[config.mk]
export PLATFORM = sky130hd
export DESIGN_NAME = gcb_ctrl
export DESIGN_NICKNAME = d
export VERILOG_FILES = /design/src/hw/rtl/gcb_pkg.sv /design/src/hw/rtl/gcb_ctrl.sv
export SDC_FILE = /design/constraint.sdc
export NUM_CORES = 1
export LEC_CHECK = 0
export BUFFER_PORTS_ARGS = -buffer_cell sky130_fd_sc_hd__buf_2
export CAP_MARGIN = 20
export CORE_MARGIN = 2
export CORE_UTILIZATION = 54
export DETAILED_ROUTE_END_ITERATION = 7
export PLACE_DENSITY_LB_ADDON = 0.3
export SETUP_SLACK_MARGIN = 0.2
export SYNTH_ARGS = -nofsm -noshare
export SYNTH_HDL_FRONTEND = slang
export SYNTH_SLANG_ARGS = --single-unit
[constraint.sdc]
create_clock -name clk -period 1.8 [get_ports clk]
set_input_delay 0.27 -clock clk [delete_from_list [all_inputs] [get_ports clk]]
set_output_delay 0.27 -clock clk [all_outputs]
set_load 0.05 [all_outputs]
[src/hw/rtl/gcb_pkg.sv]
// Shared types and codes of the GC budget coordinator: item and result words,
// action and status codes, datapath operation codes and the controller link.
// No dependencies.
`default_nettype none

package gcb_pkg;

	// Input word
	typedef struct packed {
		logic [2:0]  action;
		logic [31:0] ns_id;
		logic [31:0] free_blk;
		logic [31:0] total_blk;
		logic [39:0] invalid_pg;
		logic [39:0] valid_pg;
		logic [31:0] host_pg;
		logic [31:0] flash_pg;
	} in_t;

	// Result word
	typedef struct packed {
		logic [2:0]  status;
		logic [3:0]  slot_index;
		logic [31:0] budget;
		logic [31:0] amplification;
		logic        last;
	} out_t;

	// One slot table entry
	typedef struct packed {
		logic [31:0] nsid;
		logic [16:0] score;
		logic [63:0] host;
		logic [63:0] flash;
		logic [31:0] share;
	} rec_t;

	// Actions
	localparam logic [2:0] ACT_REG   = 3'd0;
	localparam logic [2:0] ACT_UNREG = 3'd1;
	localparam logic [2:0] ACT_UPD   = 3'd2;
	localparam logic [2:0] ACT_ALLOC = 3'd3;
	localparam logic [2:0] ACT_REC   = 3'd4;
	localparam logic [2:0] ACT_WAF   = 3'd5;

	// Result status
	localparam logic [2:0] ST_OK       = 3'd0;
	localparam logic [2:0] ST_INVALID  = 3'd1;
	localparam logic [2:0] ST_EXISTS   = 3'd2;
	localparam logic [2:0] ST_NOFREE   = 3'd3;
	localparam logic [2:0] ST_NOTFOUND = 3'd4;

	// Configuration register indexes
	localparam logic [1:0] CFG_TOTAL = 2'd0;
	localparam logic [1:0] CFG_THR   = 2'd1;
	localparam logic [1:0] CFG_MIN   = 2'd2;

	localparam logic [31:0] TOTAL_RST = 32'd1024;
	localparam logic [16:0] THR_RST   = 17'd32768;
	localparam logic [31:0] MIN_RST   = 32'd0;
	localparam logic [31:0] WAF_ONE   = 32'd65536;
	localparam logic [16:0] SCORE_MAX = 17'd65536;
	localparam int          SCORE_W   = 17;

	// Shared divider geometry
	localparam int DIV_NW    = 80;
	localparam int DIV_DW    = 64;
	localparam int DIV_CW    = 7;
	localparam int DIV_STEPS = 80;

	// Datapath operations
	localparam logic [4:0] OP_NOP      = 5'd0;
	localparam logic [4:0] OP_LOAD     = 5'd1;
	localparam logic [4:0] OP_READ     = 5'd2;
	localparam logic [4:0] OP_SCAN     = 5'd3;
	localparam logic [4:0] OP_EMIT_ST  = 5'd4;
	localparam logic [4:0] OP_REG_WR   = 5'd5;
	localparam logic [4:0] OP_UNREG    = 5'd6;
	localparam logic [4:0] OP_T1_GO    = 5'd7;
	localparam logic [4:0] OP_T2_GO    = 5'd8;
	localparam logic [4:0] OP_UPD_WR   = 5'd9;
	localparam logic [4:0] OP_REC_WR   = 5'd10;
	localparam logic [4:0] OP_WAF_GO   = 5'd11;
	localparam logic [4:0] OP_WAF_EMIT = 5'd12;
	localparam logic [4:0] OP_ACC      = 5'd13;
	localparam logic [4:0] OP_MIN      = 5'd14;
	localparam logic [4:0] OP_SPLIT_GO = 5'd15;
	localparam logic [4:0] OP_NEXT     = 5'd16;
	localparam logic [4:0] OP_EVEN_WR  = 5'd17;
	localparam logic [4:0] OP_MUL      = 5'd18;
	localparam logic [4:0] OP_SHARE_GO = 5'd19;
	localparam logic [4:0] OP_SHARE_WR = 5'd20;
	localparam logic [4:0] OP_EMIT_AL  = 5'd21;

	// Controller to datapath
	typedef struct packed {
		logic [4:0] op;
		logic [2:0] status;
	} cmd_t;

	// Datapath to controller
	typedef struct packed {
		logic [2:0] act;
		logic       id_zero;
		logic       tot_zero;
		logic       hit;
		logic       found;
		logic       free_ok;
		logic       idx_last;
		logic       div_busy;
		logic       host_zero;
		logic       over;
		logic       qual;
		logic       ssum_zero;
	} stat_t;

endpackage

`default_nettype wire

[src/hw/rtl/gcb_ctrl.sv]
// Controller state machine: sequences table scans, divisions and the three
// allocation passes by issuing datapath operations.
// Depends on gcb_pkg.
`default_nettype none

module gcb_ctrl import gcb_pkg::*; (
	input  wire logic  clk,
	input  wire logic  arst_n,
	input  wire logic  start,
	input  wire stat_t stat,
	output logic       busy,
	output cmd_t       cmd
);

	localparam logic [4:0] S_IDLE     = 5'd0;
	localparam logic [4:0] S_DEC      = 5'd1;
	localparam logic [4:0] S_SC_RD    = 5'd2;
	localparam logic [4:0] S_SC_CMP   = 5'd3;
	localparam logic [4:0] S_ACT      = 5'd4;
	localparam logic [4:0] S_T1_WAIT  = 5'd5;
	localparam logic [4:0] S_T2_WAIT  = 5'd6;
	localparam logic [4:0] S_WAF_WAIT = 5'd7;
	localparam logic [4:0] S_AL_RD    = 5'd8;
	localparam logic [4:0] S_AL_ACC   = 5'd9;
	localparam logic [4:0] S_AL_MIN   = 5'd10;
	localparam logic [4:0] S_AL_BR    = 5'd11;
	localparam logic [4:0] S_SPL_WAIT = 5'd12;
	localparam logic [4:0] S_P2_RD    = 5'd13;
	localparam logic [4:0] S_P2_CHK   = 5'd14;
	localparam logic [4:0] S_P2_MUL   = 5'd15;
	localparam logic [4:0] S_P2_WAIT  = 5'd16;
	localparam logic [4:0] S_P3_RD    = 5'd17;
	localparam logic [4:0] S_P3_OUT   = 5'd18;

	logic [4:0] state_q;
	logic [4:0] state_nxt;

	// Next state and operation
	always_comb begin
		state_nxt  = state_q;
		cmd.op     = OP_NOP;
		cmd.status = ST_OK;
		case (state_q)
			S_IDLE: begin
				if (start) begin
					cmd.op    = OP_LOAD;
					state_nxt = S_DEC;
				end
			end
			S_DEC: begin
				if (stat.act == ACT_ALLOC) begin
					state_nxt = S_AL_RD;
				end else if (stat.act > ACT_WAF || stat.id_zero ||
						(stat.act == ACT_REG && stat.tot_zero)) begin
					cmd.op     = OP_EMIT_ST;
					cmd.status = ST_INVALID;
					state_nxt  = S_IDLE;
				end else begin
					state_nxt = S_SC_RD;
				end
			end
			S_SC_RD: begin
				cmd.op    = OP_READ;
				state_nxt = S_SC_CMP;
			end
			S_SC_CMP: begin
				cmd.op    = OP_SCAN;
				state_nxt = (stat.hit || stat.idx_last) ? S_ACT : S_SC_RD;
			end
			S_ACT: begin
				state_nxt = S_IDLE;
				if (stat.act == ACT_REG) begin
					if (stat.found) begin
						cmd.op     = OP_EMIT_ST;
						cmd.status = ST_EXISTS;
					end else if (!stat.free_ok) begin
						cmd.op     = OP_EMIT_ST;
						cmd.status = ST_NOFREE;
					end else begin
						cmd.op = OP_REG_WR;
					end
				end else if (!stat.found) begin
					cmd.op     = OP_EMIT_ST;
					cmd.status = ST_NOTFOUND;
				end else begin
					case (stat.act)
						ACT_UNREG: cmd.op = OP_UNREG;
						ACT_UPD: begin
							if (stat.tot_zero) begin
								cmd.op = OP_UPD_WR;
							end else begin
								cmd.op    = OP_T1_GO;
								state_nxt = S_T1_WAIT;
							end
						end
						ACT_REC: cmd.op = OP_REC_WR;
						default: begin
							if (stat.host_zero) begin
								cmd.op = OP_WAF_EMIT;
							end else begin
								cmd.op    = OP_WAF_GO;
								state_nxt = S_WAF_WAIT;
							end
						end
					endcase
				end
			end
			S_T1_WAIT: begin
				if (!stat.div_busy) begin
					cmd.op    = OP_T2_GO;
					state_nxt = S_T2_WAIT;
				end
			end
			S_T2_WAIT: begin
				if (!stat.div_busy) begin
					cmd.op    = OP_UPD_WR;
					state_nxt = S_IDLE;
				end
			end
			S_WAF_WAIT: begin
				if (!stat.div_busy) begin
					cmd.op    = OP_WAF_EMIT;
					state_nxt = S_IDLE;
				end
			end
			// Pass one: count, score sum, best slot
			S_AL_RD: begin
				cmd.op    = OP_READ;
				state_nxt = S_AL_ACC;
			end
			S_AL_ACC: begin
				cmd.op    = OP_ACC;
				state_nxt = stat.idx_last ? S_AL_MIN : S_AL_RD;
			end
			S_AL_MIN: begin
				cmd.op    = OP_MIN;
				state_nxt = S_AL_BR;
			end
			S_AL_BR: begin
				if (stat.over) begin
					cmd.op    = OP_SPLIT_GO;
					state_nxt = S_SPL_WAIT;
				end else begin
					state_nxt = S_P2_RD;
				end
			end
			S_SPL_WAIT: begin
				if (!stat.div_busy) begin
					state_nxt = S_P2_RD;
				end
			end
			// Pass two: per-slot shares into the table
			S_P2_RD: begin
				cmd.op    = OP_READ;
				state_nxt = S_P2_CHK;
			end
			S_P2_CHK: begin
				state_nxt = stat.idx_last ? S_P3_RD : S_P2_RD;
				if (!stat.qual) begin
					cmd.op = OP_NEXT;
				end else if (stat.over) begin
					cmd.op = OP_EVEN_WR;
				end else if (stat.ssum_zero) begin
					cmd.op = OP_SHARE_WR;
				end else begin
					cmd.op    = OP_MUL;
					state_nxt = S_P2_MUL;
				end
			end
			S_P2_MUL: begin
				cmd.op    = OP_SHARE_GO;
				state_nxt = S_P2_WAIT;
			end
			S_P2_WAIT: begin
				if (!stat.div_busy) begin
					cmd.op    = OP_SHARE_WR;
					state_nxt = stat.idx_last ? S_P3_RD : S_P2_RD;
				end
			end
			// Pass three: emit one word per slot
			S_P3_RD: begin
				cmd.op    = OP_READ;
				state_nxt = S_P3_OUT;
			end
			S_P3_OUT: begin
				cmd.op    = OP_EMIT_AL;
				state_nxt = stat.idx_last ? S_IDLE : S_P3_RD;
			end
			default: state_nxt = S_IDLE;
		endcase
	end

	always_ff @(posedge clk or negedge arst_n) begin
		if (!arst_n) begin
			state_q <= S_IDLE;
		end else begin
			state_q <= state_nxt;
		end
	end

	assign busy = state_q != S_IDLE;

endmodule

`default_nettype wire

==> impl_metrics.json, run 1 <==
{
  "ys_types": 56,
  "ys_top_cells_by_area": "dfrtp_1 (11%), nor2_1 (4.4%), o21ai_0 (4.1%)",
  "synth_edf_count": 0,
  "clockBufferDepth": 2,
  "status": "did not finish",
  "synth_warnings": 0,
  "io_buffers": 25,
  "rows": 16,
  "synth_top_area_frac": 0.1140,
  "synthCells": 159,
  "error_line": "[ERROR DPL-0038] Utilization greater than 100%, impossible to legalize",
  "io_pins": 26,
  "synth-seq-cells": 5,
  "root_buffer": "clkbuf_4",
  "synth_area_um2": 1097,
  "worst_endpoint": "cmd[2]",
  "die_h_um": 49.08,
  "synth_nets": 176,
  "synth-seq-area-share": 0.1140,
  "worst-ep-kind": "output port",
  "die_w_um": 49.08,
  "synth_top_flop_cell": "dfrtp_1",
  "grt_max_degree": 22,
  "syn_area_per_cell_um2": 6.901,
  "start_util": 0.5651,
  "synth_top_area_cell": "dfrtp_1",
  "flow.stopped_at": "global routing (5_1_grt)",
  "gp_congestion": 0.9957,
  "htreeDepth": 1,
  "async_flop_share": 1.000,
  "numCtsBuffers": 3,
  "dp_hpwl_mm": 3.495,
  "cts_sinks": 5
}
through the flow:
stage          area, µm²  instances  TNS [ns]  worst slack, ns
2_1_floorplan       1241        159   -0.2049          -0.1025
3_3_place_gp        1688        242   -0.2858          -0.1005
3_5_place_dp        1688        242   -0.6384          -0.1418
4_1_cts             1854        249    -1.620          -0.2331
cell usage after synthesis, drive strengths merged, types with 4 or more instances:
library cell,n
a21oi,5
a31oi,5
a32oi,4
buf,9
clkbuf,7
dfrtp,5
inv,6
nand2,10
nand2b,6
nand3,7
nor2,13
nor3,5
nor3b,5
o21ai,9
timing repair:
item | in CTS
gates resized for setup | 31
buffers inserted | 2
hold endpoints to repair | 5
setup endpoints to repair | 14
pin swaps | 5
hold buffers | 1
cells by family after synthesis:
kind of cell,Yosys count,share of synthesized area
AO/OA/AOI/OAI,55,0.3649
XOR/XNOR,1,0.007983
adder cells (fa/ha/maj),1,0.009122
buffers and inverters,22,0.09008
flip-flops,5,0.1140
multiplexers,2,0.01824
AND/OR/NAND/NOR,73,0.3957
==> run 2: changes to the inputs <==
--- a/config.mk
+++ b/config.mk
@@ -7,11 +7,10 @@
 export LEC_CHECK = 0
 export BUFFER_PORTS_ARGS = -buffer_cell sky130_fd_sc_hd__buf_2
 export CAP_MARGIN = 20
-export CORE_MARGIN = 2
-export CORE_UTILIZATION = 54
+export CORE_AREA = 2 2 63 65
 export DETAILED_ROUTE_END_ITERATION = 7
-export PLACE_DENSITY_LB_ADDON = 0.3
-export SETUP_SLACK_MARGIN = 0.2
+export DIE_AREA = 0 0 65 67
+export PLACE_DENSITY_LB_ADDON = 0.15
 export SYNTH_ARGS = -nofsm -noshare
 export SYNTH_HDL_FRONTEND = slang
 export SYNTH_SLANG_ARGS = --single-unit
==> run 2 against run 1 <==
The flow now finishes, with violations (setup timing). Area after synthesis did not move. Synthesized cell count did not move.
==> impl_metrics.json, run 2 <==
{
  "synth_area_um2": 1097,
  "areaGrowthSynthToFinish_pct": 83.58,
  "grt_pass1_wl_mm": 7.272,
  "synth_top_area_frac": 0.1140,
  "reg_top3": "state_q x5",
  "required_ns": 1.53,
  "hold_viol": 0,
  "synth_nets": 176,
  "combPwrFrac": 0.819,
  "drive_above_1_share": 0.5388,
  "rsz0062_at_grt": "yes",
  "synthCells": 159,
  "die_w_um": 65,
  "clkTransAtPathRegs_ns": 0.04,
  "synth_top_flop_cell": "dfrtp_1",
  "holdCritPathClass": "input pin to asynchronous set/reset pin",
  "synth-seq-cells": 5,
  "netlist_top_cells_count": "nor2_1 (13), nand2_1 (10), o21ai_0 (9)",
  "swShare": 0.4868,
  "ys_types": 56,
  "async_flop_share": 1.000,
  "grt_pass1_vias": 1525,
  "die_h_um": 67,
  "end_kind": "output port",
  "arrival_ns": 1.73,
  "cap_violations": 0,
  "antenna_found_initial": 0,
  "ant_nets": 0,
  "postRouteWirelength_mm": 4.536,
  "worst_pin_slew_ns": 0.3423,
  "p_total_mw": 2.464,
  "setup_viol": 9,
  "dieArea_um2": 4355,
  "synth_top_area_cell": "dfrtp_1",
  "drc": 0,
  "via_count": 1566,
  "gr-total-overflow": 0,
  "critical_path_class": "register to output port",
  "first_pass_iters": 4,
  "syn_area_per_cell_um2": 6.901,
  "via_per_inst": 5.593,
  "rows": 22,
  "fmaxAchievable_mhz": 500.2,
  "cts_sinks": 5,
  "core_area_um2": 3606,
  "numCtsBuffers": 3,
  "regMostFlops": "state_q",
  "place_ws_ns": -0.3378,
  "stdcell_count": 280,
  "violations": "setup timing",
  "power_density_nw_per_um2": 1223,
  "start_util": 0.3043,
  "synth_warnings": 0,
  "dp.cells": 268,
  "htreeDepth": 1,
  "dp_hpwl_mm": 3.385,
  "clkPwrFrac": 0.087,
  "clk_latency_ns": 0.22,
  "drtIter0Drc": 126,
  "synth_edf_count": 0,
  "peakVddDrop_mv": 0.6481,
  "mostFrequentLayoutCell": "buf_4",
  "nets": 250,
  "p_int_mw": 1.264,
  "avgRoutedWirePerCell_um": 16.20,
  "clockBufferDepth": 2,
  "layout_min_cycle_time_ns": 1.999,
  "grt_max_degree": 13,
  "critPathLaunchType": "register",
  "diodes": 0,
  "seqPwrFrac": 0.094,
  "io_buffers": 25,
  "largest_reg_flops": 5,
  "fin_worst_skew_ns": 0.002117,
  "grt_usage": 0.2124,
  "yosysMostFrequentCell": "nor2_1",
  "layout_setup_ws_ns": -0.1991,
  "p_switching_mw": 1.199,
  "nFillCells": 347,
  "io_pins": 26,
  "status": "finished, violations left",
  "ys_top_cells_by_area": "dfrtp_1 (11%), nor2_1 (4.4%), o21ai_0 (4.1%)",
  "gp_congestion": 0.9783,
  "drv_slew": 0,
  "path_max_fanout": 7,
  "power.leakage_nw": 0.8792,
  "cts_tree": "done",
  "relSlewSlack": 0.7694,
  "final_min_period_over_clock_period": 1.111,
  "synth-seq-area-share": 0.1140,
  "layout_common_cells": "buf_4 (51), buf_2 (16), buf_6 (16)",
  "root_buffer": "clkbuf_8"
}
==> run 2: cell counts after synthesis <==
Identical to the previous run, type by type.
==> run 2: per-layer routing <==
layer / global-route usage / wire length (µm)
met5: 0 / 0
met4: 0.05851 / 65
met1: 0.2646 / 2024
met3: 0.03378 / 205
met2: 0.3763 / 2240
==> run 2: kinds of logic after synthesis <==
| group | Yosys count | synth area share |
|---|---|---|
| AND/OR/NAND/NOR | 73 | 0.3957 |
| AO/OA/AOI/OAI | 55 | 0.3649 |
| buffers and inverters | 22 | 0.09008 |
| flip-flops | 5 | 0.1140 |
| multiplexers | 2 | 0.01824 |
| XOR/XNOR | 1 | 0.007983 |
| adder cells (fa/ha/maj) | 1 | 0.009122 |
==> run 2: worst paths after layout <==
check | startpoint | endpoint | slack, ns | cells after the start
min in group clk | stat[5] | state_q[4]$_DFFE_PN0P_ | 0.41 | 3
max in group asynchronous | arst_n | state_q[2]$_DFFE_PN0P_ | 1.26 | 2
worst max-delay path | state_q[0]$_DFFE_PN0P_ | cmd[0] | -0.20 | 5
worst max register to register | state_q[0]$_DFFE_PN0P_ | state_q[1]$_DFFE_PN0P_ | -0.01 | 6
worst min register to register | state_q[4]$_DFFE_PN0P_ | state_q[4]$_DFFE_PN0P_ | 0.74 | 2
worst min-delay path | arst_n | state_q[0]$_DFFE_PN0P_ | 0.39 | 2
==> run 2: cell type report <==
type / instances / area, µm² / share of cell area
Inverter: 6 / 22.52 / 0.01118
Clock buffer: 4 / 45.04 / 0.02236
Multi-Input combinational cell: 132 / 1087 / 0.5398
Tap cell: 48 / 60.06 / 0.02981
Timing Repair Buffer: 85 / 668.1 / 0.3317
Sequential cell: 5 / 131.4 / 0.06522
==> run 2: worst max-delay path: stages, from the launching register on <==
cell,delay (ns)
dfrtp_2,0.48
buf_6,0.17
nor3_4,0.22
nand2_2,0.12
o41ai_4,0.31
buf_6,0.20
==> run 2: per-stage QoR <==
stage | instance area [µm²] | hold slack, ns | util | setup TNS [ns]
after detailed placement | 1683 | 0.08334 | 0.4667 | -1.183
final | 2014 | 0.3947 | 0.5586 | -1.231
after floorplan | 1190 | -0.02559 | - | -0.2049
after global placement | 1683 | 0.08187 | 0.4667 | -1.141
after CTS | 1838 | 0.3856 | 0.5097 | -1.297
after global routing | 2014 | 0.4068 | 0.5586 | -1.790
==> run 2: power groups by stage <==
stage               Sequential [mW]  Combinational, mW  Clock [mW]
floorplan                     0.164               1.08           0
global placement              0.222               1.61           0
detailed placement            0.221               1.62           0
CTS                           0.227               1.74       0.216
global route                  0.238               2.14       0.230
finish                        0.233               2.02       0.214
==> run 2: what timing repair did <==
action | 4_1_cts | 5_1_grt
hold endpoints to repair | 5 | 0
gates resized for setup | 24 | 36
setup buffers | 4 | 3
pin swaps | 4 | 6
hold buffers | 1 | 0
setup endpoints to repair | 12 | 13
Power figures use the tool's default switching activity.
==> run 3: changes to the inputs <==
--- a/config.mk
+++ b/config.mk
@@ -7,6 +7,8 @@
 export LEC_CHECK = 0
 export BUFFER_PORTS_ARGS = -buffer_cell sky130_fd_sc_hd__buf_2
 export CAP_MARGIN = 20
+export CELL_PAD_IN_SITES_DETAIL_PLACEMENT = 1
+export CELL_PAD_IN_SITES_GLOBAL_PLACEMENT = 1
 export CORE_AREA = 2 2 63 65
 export DETAILED_ROUTE_END_ITERATION = 7
 export DIE_AREA = 0 0 65 67
==> run 3 against run 2 <==
The run still ends with setup timing left. Clock skew is 0.0036 ns higher. Via count up 5.8%. Total power grew 12%. First-iteration DRC count is 23% lower. Critical path depth stayed put. Register-to-register slack got worse by 0.06 ns. Die area stayed put. Worst hold slack gained 0.0017 ns. Worst setup slack got worse by 0.077 ns. Sequential share of layout area decreased by 0.33 points. Highest routed layer unchanged.
==> impl_metrics.json, run 3 (synthesis gave the netlist of run 2 again) <==
{
  "crit_chain": "buf_4 -> and2_2 -> a31oi_1 -> o2111ai_4 -> buf_6",
  "clockBufferDepth": 2,
  "reg_top3": "state_q x5",
  "io_pins": 26,
  "rsz0062_at_grt": "yes",
  "status": "finished, violations left",
  "numCtsBuffers": 3,
  "end_kind": "output port",
  "areaGrowthSynthToFinish_pct": 91.56,
  "io_buffers": 25,
  "postRouteWirelength_mm": 5.889,
  "diodes": 0,
  "dp.cells": 269,
  "place_ws_ns": -0.3219,
  "holdCritPathClass": "input pin to asynchronous set/reset pin",
  "gp_congestion": 0.9353,
  "hold_viol": 0,
  "avgRoutedWirePerCell_um": 20.74,
  "layout_setup_ws_ns": -0.2761,
  "utilization": 0.5829,
  "setup_viol": 11,
  "via_count": 1657,
  "fin_area_um2": 2102,
  "die_w_um": 65,
  "core_area_um2": 3606,
  "die_h_um": 67,
  "critical_path_class": "register to output port",
  "grt_max_degree": 19,
  "htreeDepth": 1,
  "layout_common_cells": "buf_4 (54), buf_2 (16), buf_6 (15)",
  "p_switching_mw": 1.350,
  "combPwrFrac": 0.841,
  "gr-total-overflow": 0,
  "grt_usage": 0.2640,
  "largest_reg_flops": 5,
  "violations": "setup timing",
  "peakVddDrop_mv": 0.6934,
  "cp_top_family": "compound AO/OA/AOI/OAI gates",
  "layout_min_cycle_time_ns": 2.076,
  "fin_worst_skew_ns": 0.005709,
  "via_per_inst": 5.835,
  "slowest_delay_ns": 0.46,
  "critPathLaunchType": "register",
  "rows": 22,
  "first_pass_iters": 4,
  "antenna_found_initial": 0,
  "dp_hpwl_mm": 3.823,
  "stdcell_count": 284,
  "regMostFlops": "state_q",
  "power_density_nw_per_um2": 1312,
  "ant_nets": 0,
  "crit_path_top_delay_cell": "dfrtp_2",
  "required_ns": 1.53,
  "cts_sinks": 5,
  "drv_slew": 0,
  "cp_num_buf_inv": 2,
  "final_min_period_over_clock_period": 1.153,
  "clk_latency_ns": 0.22,
  "clkPwrFrac": 0.075,
  "cap_violations": 0,
  "cts_tree": "done",
  "root_buffer": "clkbuf_8",
  "fmaxAchievable_mhz": 481.7,
  "relSlewSlack": 0.7424,
  "arrival_ns": 1.81,
  "p_int_mw": 1.407,
  "dieArea_um2": 4355,
  "setup_tns_ns": -1.634,
  "nets": 254,
  "path_max_fanout": 7,
  "drc": 0,
  "power.leakage_nw": 0.9054,
  "seqPwrFrac": 0.083,
  "swShare": 0.4898,
  "nFillCells": 455,
  "grt_pass1_vias": 1735,
  "clkTransAtPathRegs_ns": 0.04,
  "drtIter0Drc": 97,
  "start_util": 0.3043,
  "worst_pin_slew_ns": 0.3846,
  "drive_above_1_share": 0.5720,
  "mostFrequentLayoutCell": "buf_4",
  "place_area_um2": 1715,
  "grt_pass1_wl_mm": 8.721
}
-- run 3: cell types whose count changed in the layout (fill, tap and decap cells not counted), sizes merged --
cell / before / now
buf: 84 / 88
-- run 3: path summary, 6_finish.rpt --
kind	startpoint	endpoint	slack, ns	cells after the start
max	state_q[2]$_DFFE_PN0P_	cmd[5]	-0.28	5
min	arst_n	state_q[1]$_DFFE_PN0P_	0.40	2
max reg2reg	state_q[2]$_DFFE_PN0P_	state_q[2]$_DFFE_PN0P_	-0.07	5
min reg2reg	state_q[4]$_DFFE_PN0P_	state_q[4]$_DFFE_PN0P_	0.73	2
max in group asynchronous	arst_n	state_q[3]$_DFFE_PN0P_	1.25	2
min in group clk	stat[5]	state_q[4]$_DFFE_PN0P_	0.40	3
-- run 3: cell type report --
type | instances | area, µm² | share of cell area
multi-input cells | 132 | 1125 | 0.5351
well taps | 48 | 60.06 | 0.02857
clock buffers | 4 | 45.04 | 0.02143
repair buffers | 89 | 719.4 | 0.3423
inverters | 6 | 22.52 | 0.01071
flip-flops and latches | 5 | 130.1 | 0.06190
-- run 3: timing repair --
| item | in CTS | in global routing |
|---|---|---|
| pin swaps | 6 | 14 |
| setup buffers | 8 | 3 |
| hold endpoints to repair | 5 | 0 |
| hold buffers | 1 | 0 |
| gates resized for setup | 41 | 22 |
| setup endpoints to repair | 12 | 13 |
-- run 3: layer usage --
metal | part of all wire | vias up | track usage
li1 | - | 770 | -
met1 | 0.41 | 820 | 0.3029
met2 | 0.53 | 57 | 0.4884
met3 | 0.041 | 10 | 0.04561
met4 | 0.015 | 0 | 0.09309
met5 | 0 | - | 0
-- run 3: through the flow --
step | total power [mW] | hold WS (ns)
floorplan | 1.240 | -0.02559
global placement | 1.904 | 0.08144
detailed placement | 1.944 | 0.08777
CTS | 2.504 | 0.3895
global route | 2.895 | 0.4231
finish | 2.757 | 0.3963
-- run 3: power groups by stage --
stage	registers (mW)	logic, mW	clock network (mW)
2_1_floorplan	0.164	1.08	0
3_3_place_gp	0.208	1.70	0
3_5_place_dp	0.209	1.74	0
4_1_cts	0.218	2.08	0.210
5_1_grt	0.232	2.44	0.223
6_report	0.230	2.32	0.208
==> run 4: changes to the inputs <==
--- a/config.mk
+++ b/config.mk
@@ -13,6 +13,7 @@
 export DETAILED_ROUTE_END_ITERATION = 7
 export DIE_AREA = 0 0 65 67
 export PLACE_DENSITY_LB_ADDON = 0.15
+export RECOVER_POWER = 100
 export SYNTH_ARGS = -nofsm -noshare
 export SYNTH_HDL_FRONTEND = slang
 export SYNTH_SLANG_ARGS = --single-unit
==> run 4 against run 3 <==
The run still ends with setup timing left. Sequential cell count unchanged. Combinational power about the same. Wire length decreased by 0.44%. Sequential share of layout area about the same. Clock power about the same. Sequential power about the same. Die area unchanged. Final area about the same.
==> impl_metrics.json, run 4 (synthesis gave the netlist of run 2 again) <==
{
  "grt_pass1_vias": 1735,
  "swShare": 0.4897,
  "numCtsBuffers": 3,
  "cap_violations": 0,
  "avgRoutedWirePerCell_um": 20.64,
  "gp_congestion": 0.9353,
  "rows": 22,
  "peakVddDrop_mv": 0.6930,
  "reg_top3": "state_q x5",
  "drtIter0Drc": 86,
  "start_util": 0.3043,
  "final_min_period_over_clock_period": 1.155,
  "power.leakage_nw": 0.9027,
  "violations": "setup timing",
  "dieArea_um2": 4355,
  "root_buffer": "clkbuf_8",
  "io_pins": 26,
  "holdCritPathClass": "input pin to register",
  "clk_latency_ns": 0.22,
  "regArea_um2": 130.1,
  "htreeDepth": 1,
  "postRouteWirelength_mm": 5.863,
  "setup_viol": 10,
  "rsz0062_at_grt": "yes",
  "grt_pass1_wl_mm": 8.721,
  "clkTransAtPathRegs_ns": 0.04,
  "power_density_nw_per_um2": 1312,
  "fin_worst_skew_ns": 0.004617,
  "path_max_fanout": 7,
  "die_w_um": 65,
  "crit_chain": "buf_4 -> and2_2 -> a31oi_1 -> o2111ai_4 -> buf_6",
  "cts_tree": "done",
  "holdPathStages": 3,
  "regMostFlops": "state_q",
  "crit_path_top_delay_cell": "dfrtp_2",
  "ant_nets": 0,
  "layout_min_cycle_time_ns": 2.079,
  "core_area_um2": 3606,
  "slowest_delay_ns": 0.46,
  "nFillCells": 456,
  "die_h_um": 67,
  "multiInputGateArea_um2": 1125,
  "drc": 0,
  "p_int_mw": 1.406,
  "layout_setup_ws_ns": -0.2790,
  "grt_usage": 0.2640,
  "hold_viol": 0,
  "hp-start": "stat[5]",
  "via_per_inst": 5.785,
  "nets": 254,
  "ff2ff_path_depth": 5,
  "clkPwrFrac": 0.075,
  "seqPwrFrac": 0.083,
  "layout_common_cells": "buf_4 (54), buf_2 (15), buf_6 (15)",
  "required_ns": 1.53,
  "r2r_start": "state_q[2]$_DFFE_PN0P_",
  "dp_hpwl_mm": 3.823,
  "clockBufferDepth": 2,
  "critical_path_class": "register to output port",
  "drv_slew": 0,
  "reg2reg_to": "state_q[2]$_DFFE_PN0P_",
  "min_to": "state_q[4]$_DFFE_PN0P_",
  "relSlewSlack": 0.7375,
  "status": "finished, violations left",
  "io_buffers": 25,
  "first_pass_iters": 4,
  "setup_tns_ns": -1.627,
  "end_kind": "output port",
  "largest_reg_flops": 5,
  "diodes": 0,
  "mostFrequentLayoutCell": "buf_4",
  "drive_above_1_share": 0.5678,
  "fmaxAchievable_mhz": 481.0,
  "worst_pin_slew_ns": 0.3919,
  "cts_sinks": 5,
  "grt_max_degree": 19,
  "areaGrowthSynthToFinish_pct": 91.45,
  "combPwrFrac": 0.842,
  "gr-total-overflow": 0,
  "p_switching_mw": 1.349,
  "via_count": 1643,
  "p_total_mw": 2.756,
  "antenna_found_initial": 0,
  "arrival_ns": 1.81,
  "r2r_slack_ns": -0.06,
  "critPathLaunchType": "register"
}
==> run 4: cell types whose count changed in the layout (fill, tap and decap cells not counted) <==
cell and delta:
buf_2 -1, clkbuf_1 +1
==> run 4: metal layers <==
layer,routed length [µm],vias to the layer above,GRT usage
met5,0,-,0
met4,107,0,0.09309
met3,279,11,0.04561
met2,3078,57,0.4884
met1,2398,803,0.3029
li1,-,772,-
==> run 4: worst max-delay path by stage <==
stage	slack, ns	cells past startpoint	from	endpoint
2_1_floorplan	-0.10	4	state_q[0]$_DFFE_PN0P_	cmd[0]
3_3_place_gp	-0.30	6	stat[13]	cmd[5]
3_5_place_dp	-0.32	6	stat[13]	cmd[5]
4_1_cts	-0.20	6	state_q[1]$_DFFE_PN0P_	cmd[4]
5_1_grt	-0.34	8	state_q[0]$_DFFE_PN0P_	cmd[5]
6_report	-0.28	5	state_q[2]$_DFFE_PN0P_	cmd[5]
==> run 4: area by class of cell <==
type / count / area share
clock buffers: 4 / 0.02144
inverters: 6 / 0.01072
multi-input cells: 132 / 0.5354
flip-flops and latches: 5 / 0.06194
well taps: 48 / 0.02859
repair buffers: 89 / 0.3419
==> run 4: power groups by stage <==
stage | clock (mW) | sequential [mW] | combinational (mW)
after global routing | 0.223 | 0.232 | 2.44
after CTS | 0.210 | 0.218 | 2.08
after detailed placement | 0 | 0.209 | 1.74
after global placement | 0 | 0.208 | 1.70
final | 0.207 | 0.229 | 2.32
after floorplan | 0 | 0.164 | 1.08
==> run 4: through the flow <==
stage,hold slack [ns],util,cells,setup slack [ns],cell area (µm²)
global placement,0.08144,0.4757,269,-0.2995,1715
floorplan,-0.02559,-,159,-0.1025,1190
finish,0.3978,0.5826,284,-0.2790,2101
CTS,0.3895,0.5500,282,-0.2038,1983
detailed placement,0.08777,0.4757,269,-0.3219,1715
global route,0.4419,0.5826,284,-0.3434,2101
==> run 4: critical path: cells and delay by family, from the launching register on <==
family	cells	cell delay, ns
and+or+nand+nor	1	0.25
DFF	1	0.46
AOI/OAI and AO/OA	2	0.52
buffers and inverters	2	0.35
==> run 4: what timing repair did <==
action / 4_1_cts / 5_1_grt
hold buffers: 1 / 0
resized for setup: 41 / 22
setup endpoints to repair: 12 / 13
buffers inserted: 8 / 3
pin swaps: 6 / 14
endpoints found under the hold margin: 5 / 0
